==> src/rtl/vrcbm_pkg.sv <==
// Shared types and constants for the VRC bank mapper register decoder.
package vrcbm_pkg;

  typedef enum logic [1:0] {
    ACT_NONE   = 2'd0,
    ACT_PRG    = 2'd1,
    ACT_CHR    = 2'd2,
    ACT_MIRROR = 2'd3
  } action_t;

  typedef struct packed {
    logic [15:0] addr;
    logic [7:0]  data;
  } in_beat_t;

  typedef struct packed {
    action_t     action;
    logic [15:0] dest_base;
    logic [18:0] rom_offset;
    logic        mirror_mode;
    logic        swap_mode;
  } out_beat_t;

  // Register addresses
  localparam logic [15:0] ADDR_MIRROR0 = 16'h9000;
  localparam logic [15:0] ADDR_MIRROR1 = 16'h9002;
  localparam logic [15:0] ADDR_SWAP0   = 16'h9004;
  localparam logic [15:0] ADDR_SWAP1   = 16'h9006;
  localparam logic [15:0] ADDR_PRG0    = 16'h8000;
  localparam logic [15:0] ADDR_PRG1    = 16'hA000;
  localparam logic [15:0] GROUP_MASK   = 16'hFFF9;
  localparam logic [15:0] CHR_MASK     = 16'h0FF9;
  localparam logic [3:0]  CHR_HI_FIRST = 4'hB;
  localparam logic [3:0]  CHR_HI_LAST  = 4'hE;

  // CPU windows
  localparam logic [15:0] WIN_8000 = 16'h8000;
  localparam logic [15:0] WIN_A000 = 16'hA000;
  localparam logic [15:0] WIN_C000 = 16'hC000;

  localparam int CHR_BANK_BYTES = 1024;
  localparam int PRG_BANK_BYTES = 8192;
  localparam int CHR_SHIFT      = $clog2(CHR_BANK_BYTES);
  localparam int PRG_SHIFT      = $clog2(PRG_BANK_BYTES);
  localparam int CHR_SLOTS      = 8;

endpackage

==> src/rtl/vrc_bank_mapper_regs_top.sv <==
// VRC bank mapper register decoder: one result beat (bank-load, mirroring or no-op command) per CPU register write.
//
//   channel | ports                         | beat
//   --------+-------------------------------+---------------------------------
//   input   | in_valid, in_ready, in_beat   | addr, data (one CPU write)
//   output  | out_valid, out_ready, out_beat| action, dest_base, rom_offset,
//           |                               | mirror_mode, swap_mode
//
// One beat per cycle sustained while out_ready is high; an accepted beat is held in the
// input register and then decoded into the result register, which drives
// out_valid and out_beat.
// Mapper state (swap, mirroring, CHR low nibbles) updates as a beat moves to
// the result register, so results stay in write order.
// rst_n is synchronous, active low; it clears the mapper state and both valid flags.
// A stalled result holds; the input register still takes one more beat.
module vrc_bank_mapper_regs_top
  import vrcbm_pkg::*;
(
  input  logic      clk,
  input  logic      rst_n,
  input  logic      in_valid,
  output logic      in_ready,
  input  in_beat_t  in_beat,
  output logic      out_valid,
  input  logic      out_ready,
  output out_beat_t out_beat
);

  logic      in_valid_r;
  in_beat_t  in_beat_r;
  logic      out_valid_r;
  out_beat_t out_beat_r;
  logic      prg_swap_r;
  logic      mirror_r;
  logic [3:0] nib_r [CHR_SLOTS];

  logic      advance;
  out_beat_t res_nxt;
  logic      prg_swap_nxt;
  logic      mirror_nxt;
  logic      nib_we;
  logic [2:0] slot;
  logic [3:0] hi;
  logic [3:0] hi_off;
  logic       chr_hit;

  assign advance   = in_valid_r && (!out_valid_r || out_ready);
  assign in_ready  = !in_valid_r || advance;
  assign out_valid = out_valid_r;
  assign out_beat  = out_beat_r;

  assign hi      = in_beat_r.addr[15:12];
  assign hi_off  = hi - CHR_HI_FIRST;
  assign slot    = {hi_off[1:0], in_beat_r.addr[2]};
  assign chr_hit = (hi >= CHR_HI_FIRST) && (hi <= CHR_HI_LAST) &&
                   ((in_beat_r.addr & CHR_MASK) == 16'h0000);

  always_comb begin
    res_nxt            = '0;
    res_nxt.action     = ACT_NONE;
    prg_swap_nxt       = prg_swap_r;
    mirror_nxt         = mirror_r;
    nib_we             = 1'b0;
    if (in_beat_r.addr == ADDR_SWAP0 || in_beat_r.addr == ADDR_SWAP1) begin
      prg_swap_nxt = in_beat_r.data[0];
    end else if (in_beat_r.addr == ADDR_MIRROR0 || in_beat_r.addr == ADDR_MIRROR1) begin
      mirror_nxt     = ~in_beat_r.data[0];
      res_nxt.action = ACT_MIRROR;
    end else if ((in_beat_r.addr & GROUP_MASK) == ADDR_PRG0) begin
      res_nxt.action     = ACT_PRG;
      res_nxt.dest_base  = prg_swap_r ? WIN_C000 : WIN_8000;
      res_nxt.rom_offset = 19'(in_beat_r.data[4:0]) << PRG_SHIFT;
    end else if ((in_beat_r.addr & GROUP_MASK) == ADDR_PRG1) begin
      res_nxt.action     = ACT_PRG;
      res_nxt.dest_base  = WIN_A000;
      res_nxt.rom_offset = 19'(in_beat_r.data[4:0]) << PRG_SHIFT;
    end else if (chr_hit) begin
      // +0/+4 store the low nibble, +2/+6 complete the bank and load
      if (!in_beat_r.addr[1]) begin
        nib_we = 1'b1;
      end else begin
        res_nxt.action     = ACT_CHR;
        res_nxt.dest_base  = 16'(slot) << CHR_SHIFT;
        res_nxt.rom_offset = 19'({in_beat_r.data[4:0], nib_r[slot]}) << CHR_SHIFT;
      end
    end
    res_nxt.mirror_mode = mirror_nxt;
    res_nxt.swap_mode   = prg_swap_nxt;
  end

  always_ff @(posedge clk) begin
    if (!rst_n) begin
      in_valid_r  <= 1'b0;
      out_valid_r <= 1'b0;
      prg_swap_r  <= 1'b0;
      mirror_r    <= 1'b0;
      for (int i = 0; i < CHR_SLOTS; i++) begin
        nib_r[i] <= 4'h0;
      end
    end else begin
      if (in_ready) begin
        in_valid_r <= in_valid;
      end
      if (advance) begin
        out_valid_r <= 1'b1;
        prg_swap_r  <= prg_swap_nxt;
        mirror_r    <= mirror_nxt;
        if (nib_we) begin
          nib_r[slot] <= in_beat_r.data[3:0];
        end
      end else if (out_ready) begin
        out_valid_r <= 1'b0;
      end
    end
  end

  always_ff @(posedge clk) begin
    if (in_ready && in_valid) begin
      in_beat_r <= in_beat;
    end
    if (advance) begin
      out_beat_r <= res_nxt;
    end
  end

endmodule

==> config.mk <==
export PLATFORM = sky130hd
export DESIGN_NAME = vrc_bank_mapper_regs_top
export DESIGN_NICKNAME = d
export VERILOG_FILES = /design/src/rtl/vrcbm_pkg.sv /design/src/rtl/vrc_bank_mapper_regs_top.sv
export SDC_FILE = /design/constraint.sdc
export NUM_CORES = 1
export LEC_CHECK = 0
export BUFFER_PORTS_ARGS = -buffer_cell sky130_fd_sc_hd__buf_2
export CORE_UTILIZATION = 55
export CTS_BUF_LIST = sky130_fd_sc_hd__clkbuf_4
export DETAILED_ROUTE_END_ITERATION = 7
export MAX_ROUTING_LAYER = met4
export PLACE_DENSITY = 0.82
export RECOVER_POWER = 100
export SYNTH_ARGS = -nofsm -noshare
export SYNTH_HDL_FRONTEND = slang
export SYNTH_SLANG_ARGS = --single-unit
export TNS_END_PERCENT = 5
==> constraint.sdc <==
create_clock -name clk -period 2.9 [get_ports clk]
set_input_delay 0.435 -clock clk [delete_from_list [all_inputs] [get_ports clk]]
set_output_delay 0.435 -clock clk [all_outputs]
set_load 0.01 [all_outputs]
# [Word-level counts from Yosys, hierarchy flattened]
# Memory sizes are Yosys's and may differ from the RTL's.
# Index checks and enable logic that the tools add are counted.
[totals] reg_bits=64 ramBits=32 in_bits=28 out_inout_bits=41 wordCells=67 memories=1
[mem_list] memory="nib_r" words=8 word_bits=4 read_ports=1 rd_clocked_by_memory_dff=0 wr=8 line="vrc_bank_mapper_regs_top.sv:35" rtl="logic [3:0] nib_r [CHR_SLOTS];"
[classes] addsub=1 magnitude_cmp=2 eq_ne=6 n_mux=25 bitwise_logic=3 reduce_logical=16
[op_table] cell="$mux W37" count=4
[op_table] cell="$eq A16 B16 Y1 const B" count=4
[op_table] cell="$eq A14 B14 Y1 const B" count=2
[op_table] cell="$mux W1" count=17
[op_table] cell="$logic_not A16 Y1" count=1
[op_table] cell="$mux W15" count=1
[op_table] cell="$reduce_or A6 Y1" count=1
[op_table] cell="$reduce_or A5 Y1" count=1
[op_table] cell="$ge A4 B4 Y1 const B" count=1
[op_table] cell="$le A4 B4 Y1 const B" count=1
[op_table] cell="$logic_and A1 B1 Y1" count=4
[op_table] cell="$logic_or A1 B1 Y1" count=4
[op_table] cell="$mux W4" count=1
[op_table] cell="$reduce_or A4 Y1" count=1
[op_table] cell="$mux W3" count=1
[op_table] cell="$not A1 Y1" count=3
[op_table] cell="$logic_not A1 Y1" count=2
[op_table] cell="$mux W2" count=1
[op_table] cell="$reduce_bool A2 Y1" count=1
[op_table] cell="$reduce_or A2 Y1" count=1
[op_table] cell="$sub A2 B2 Y2 const B" count=1

# [Depth between registers and ports, before layout]
[depth] word_depth=14 mapped_depth=9 mapped_depth_nobuf=6

# [Least setup slack after synthesis]
# OpenSTA, ideal clock, no wires.
[synth_timing] path_kind="reg2reg" startpoint="reg in_beat_r, in the netlist hi[0]" endpoint="mem nib_r[0][0] (enable)" setup_ns=0.251 arrival_time_ns=2.092 t_required_ns=2.649 setup_slack_ns=0.556 path_stages_with_launch=9 n_path_buf=3 synth_period_minus_slack_ns=2.344 cell_sequence="edfxtp_1 -> clkbuf_1 -> inv_1 -> ha_1 -> o311a_1 -> and3_1 -> buf_4 -> buf_6 -> a31o_2"
[synth_lines] item="start, declared" line="vrc_bank_mapper_regs_top.sv:30" rtl="in_beat_t in_beat_r;"
[synth_lines] item="start signal, assigned" line="vrc_bank_mapper_regs_top.sv:119" rtl="in_beat_r <= in_beat;"
[synth_lines] item="end, declared" line="vrc_bank_mapper_regs_top.sv:35"

==> run metrics <==
status=completed; clk_skew=0.01815 ns; worst path cell trace=ha_1 > or2_2 > o211a_1 > and3_1 > clkbuf_2 > a31o_2; Async SR Flop Fraction=0%; Required @ worst endpoint=3.08 ns; IO Count=a little under 70; largest net degree at the start of global routing=38; die height=80.97 um; final WL=5.865 mm; share of post-route cells with drive strength above 1=a little under a fifth; Seq cells post-synth=76; final worst slack=0.5060 ns; Post-Syn Area=3430 um^2; effective utilization at floorplan=a little under three fifths; Rows=28; f_max=417.7 MHz; leak pwr=1.505 nW; top post-synthesis cells by area=edfxtp_1 (63%), mux4_2 (5.3%), buf_4 (5.0%); synthesis-to-layout area growth=8.683%; r2r endpoint=nib_r[0][1]; H-Tree Level Count=3; max-slew violations=0; Reg2Reg Launch Point=hi[0]; peak fanout along the critical path=37; Buffers on Ports=45; overflow left after global routing=0; Yosys warning total=0; crit share post-route=82.55%; R2R depth=6; Post-DRT Antenna Nets=0; clock tree buffer depth=2; Main synth FF type=edfxtp_1; EDFF count, synth=72; GP Congestion=between 0.7 and 0.8; total number of vias=2,069; Max-Slew Margin vs Limit=19.61%; # setup viols final=0; Place WS=0.7186 ns; Max-Cap Viols=0; final hold viol count=0; Post-Synthesis Cells=237; sequential-to-total area share from yosys stat=65.38%; Mean Syn Cell Area=14.47 um^2; Slew @ Worst Pin=between 1 and 1.5 ns; Post-CTS Hold Buffers=0; CP Capture Point=nib_r[0][1]; Pwr per Cell Area=544.2 nW/um^2; vias in the first global route=2,007; post-layout power=2.028 mW; Crit-path slowest cell=edfxtp_1; diodes inserted=0; hold path depth=1; Routed wire per std cell=16.02 um; vias per cell=5.653; clk root buf=clkbuf_4; Die Area=6555 um^2; initial DRC count=152; post-synth top area cell=edfxtp_1; post-synth top area share=63.04%; Yosys cell types=40; die width=80.97 um; CTS tree=built; final core area utilization=62.58%; # clock sinks=76; Arrival @ worst endpoint=2.57 ns; GRT Util Overall=20.67%; worst hold path type=input pin to register; crit end category=register; first-pass GRT wire length=between 9 and 10 mm; R2R setup slack=0.51 ns; postcts setup bufs=0; RSZ-0062 raised after global routing=no; sequential cell area=2242 um^2; initial antenna violation count=0; Layout Nets=318; # DRC=0; fillcell total=480; Post-CTS Resized=0; later-pin clock latency in the skew report=about 0.4 ns; VDD IR-drop max=slightly above 0.5 mV; slowest stage delay, CP=0.45 ns; Setup Total Neg Slack=0 ns; CP startpoint kind=register; CTS clk-pin slew, worst paths=roughly 0.12 ns; Core ar.=5956 um^2; min Tclk post-route=2.394 ns; area of the multi-input gates=1008 um^2; first drt pass iteration count=4; CP startpoint=hi[0]; CTS Buf Count=9; critical setup path kind=register to register; post-DP HPWL=around 4.1 mm
==> layer usage <==
metal	up-vias	part of all wire (%)	track usage, %
li1	965	-	-
met5	-	0	-
met4	0	2.4	11.07
met2	110	49	32.18
met1	975	42	24.17
met3	19	7.1	6.180
==> worst max-delay path: cells and delay by family (launching register included) <==
kind / cells / cell delay [ns]
AOI/OAI and AO/OA: 2 / 0.56
and+or+nand+nor: 2 / 0.47
DFF: 1 / 0.45
adders and majority gates: 1 / 0.35
buffers and inverters: 1 / 0.35
==> worst min-delay path by stage <==
stage,start,to,slack [ns]
CTS,in_beat[9],in_beat_r[9],0.17
global route,in_beat[4],in_beat_r[4],0.16
finish,in_beat[4],in_beat_r[4],0.19
detailed placement,prg_swap_r,prg_swap_r,0.48
global placement,prg_swap_r,prg_swap_r,0.47
floorplan,prg_swap_r,prg_swap_r,0.45
==> cells in the final DEF, fill, tap and decap left out, types with 2 or more instances in the layout <==
cell type  Yosys  final
a22o_1         5      5
a21o_1         5      5
clkinv_1       1      3
edfxtp_1      72     72
nor2b_1        3      3
nor3_1         2      2
a21oi_1        5      5
and4_1         9      9
dfxtp_1        4      4
and2_1         3      2
nand2_1       16     16
nand4_1        1      2
buf_4         23      2
nand3_1        2      2
clkinv_2       0      2
clkbuf_1       4     21
nor2_1        11     11
conb_1         1     20
mux4_2         8      8
buf_2          1     24
clkbuf_4       0     10
ha_1           4      4
and3_1        25     25
inv_1          8      8
o211a_1        2      2
o21ai_0        5      5
==> cells in the mapped netlist, types with 2 or more instances <==
library cell / count
nand3_1: 2
nor2b_1: 3
and4_1: 9
nand2_1: 16
a21o_1: 5
nor2_1: 11
inv_1: 8
nor4_2: 2
a21oi_1: 5
mux4_2: 8
o21ai_0: 5
ha_1: 4
dfxtp_1: 4
nor3_1: 2
edfxtp_1: 72
clkbuf_1: 4
and3_1: 25
buf_4: 23
a22o_1: 5
and2_1: 3
o211a_1: 2
==> metrics by stage <==
step           hold slack [ns]  area [um^2]  cells
3_3_place_gp            0.4730         3638    350
3_5_place_dp            0.4827         3638    350
6_report                0.1900         3727    366
2_1_floorplan           0.4548         3501    256
4_1_cts                 0.1651         3769    366
5_1_grt                 0.1595         3727    366
==> area by class of cell <==
class,instances,area share (%)
repair buffers,48,5.874
clock buffers,10,2.014
well taps,75,2.518
multi-input cells,142,27.06
flip-flops and latches,76,60.15
clock inverters,6,1.477
inverters,9,0.9063
==> where the power goes <==
group	total (mW)	leakage, nW	internal (mW)	switching [mW]
combinational	0.133	0.696	0.0484	0.0850
clock	0.618	0.0712	0.264	0.354
sequential	1.28	0.738	1.25	0.0309
total	2.03	1.50	1.56	0.469
==> cells by family (layout without fill, tap and decap cells) <==
family | Yosys count | after routing | share of synthesized area (%)
AOI/OAI and AO/OA | 28 | 28 | 6.020
adders and majority gates | 4 | 4 | 1.459
buffers and inverters | 38 | 73 | 6.932
DFF | 76 | 76 | 65.38
muxes | 9 | 9 | 5.582
other | 1 | 20 | 0.1093
and+or+nand+nor | 81 | 81 | 14.52
==> registers in the layout, summed over array words and instances, names as in the netlist <==
name        count
out_valid       1
hi              4
prg_swap_r      1
mirror_r        1
out_beat       19
nib_r          32
in_beat_r      17
in_valid_r      1
Power figures use the tool's default switching activity.
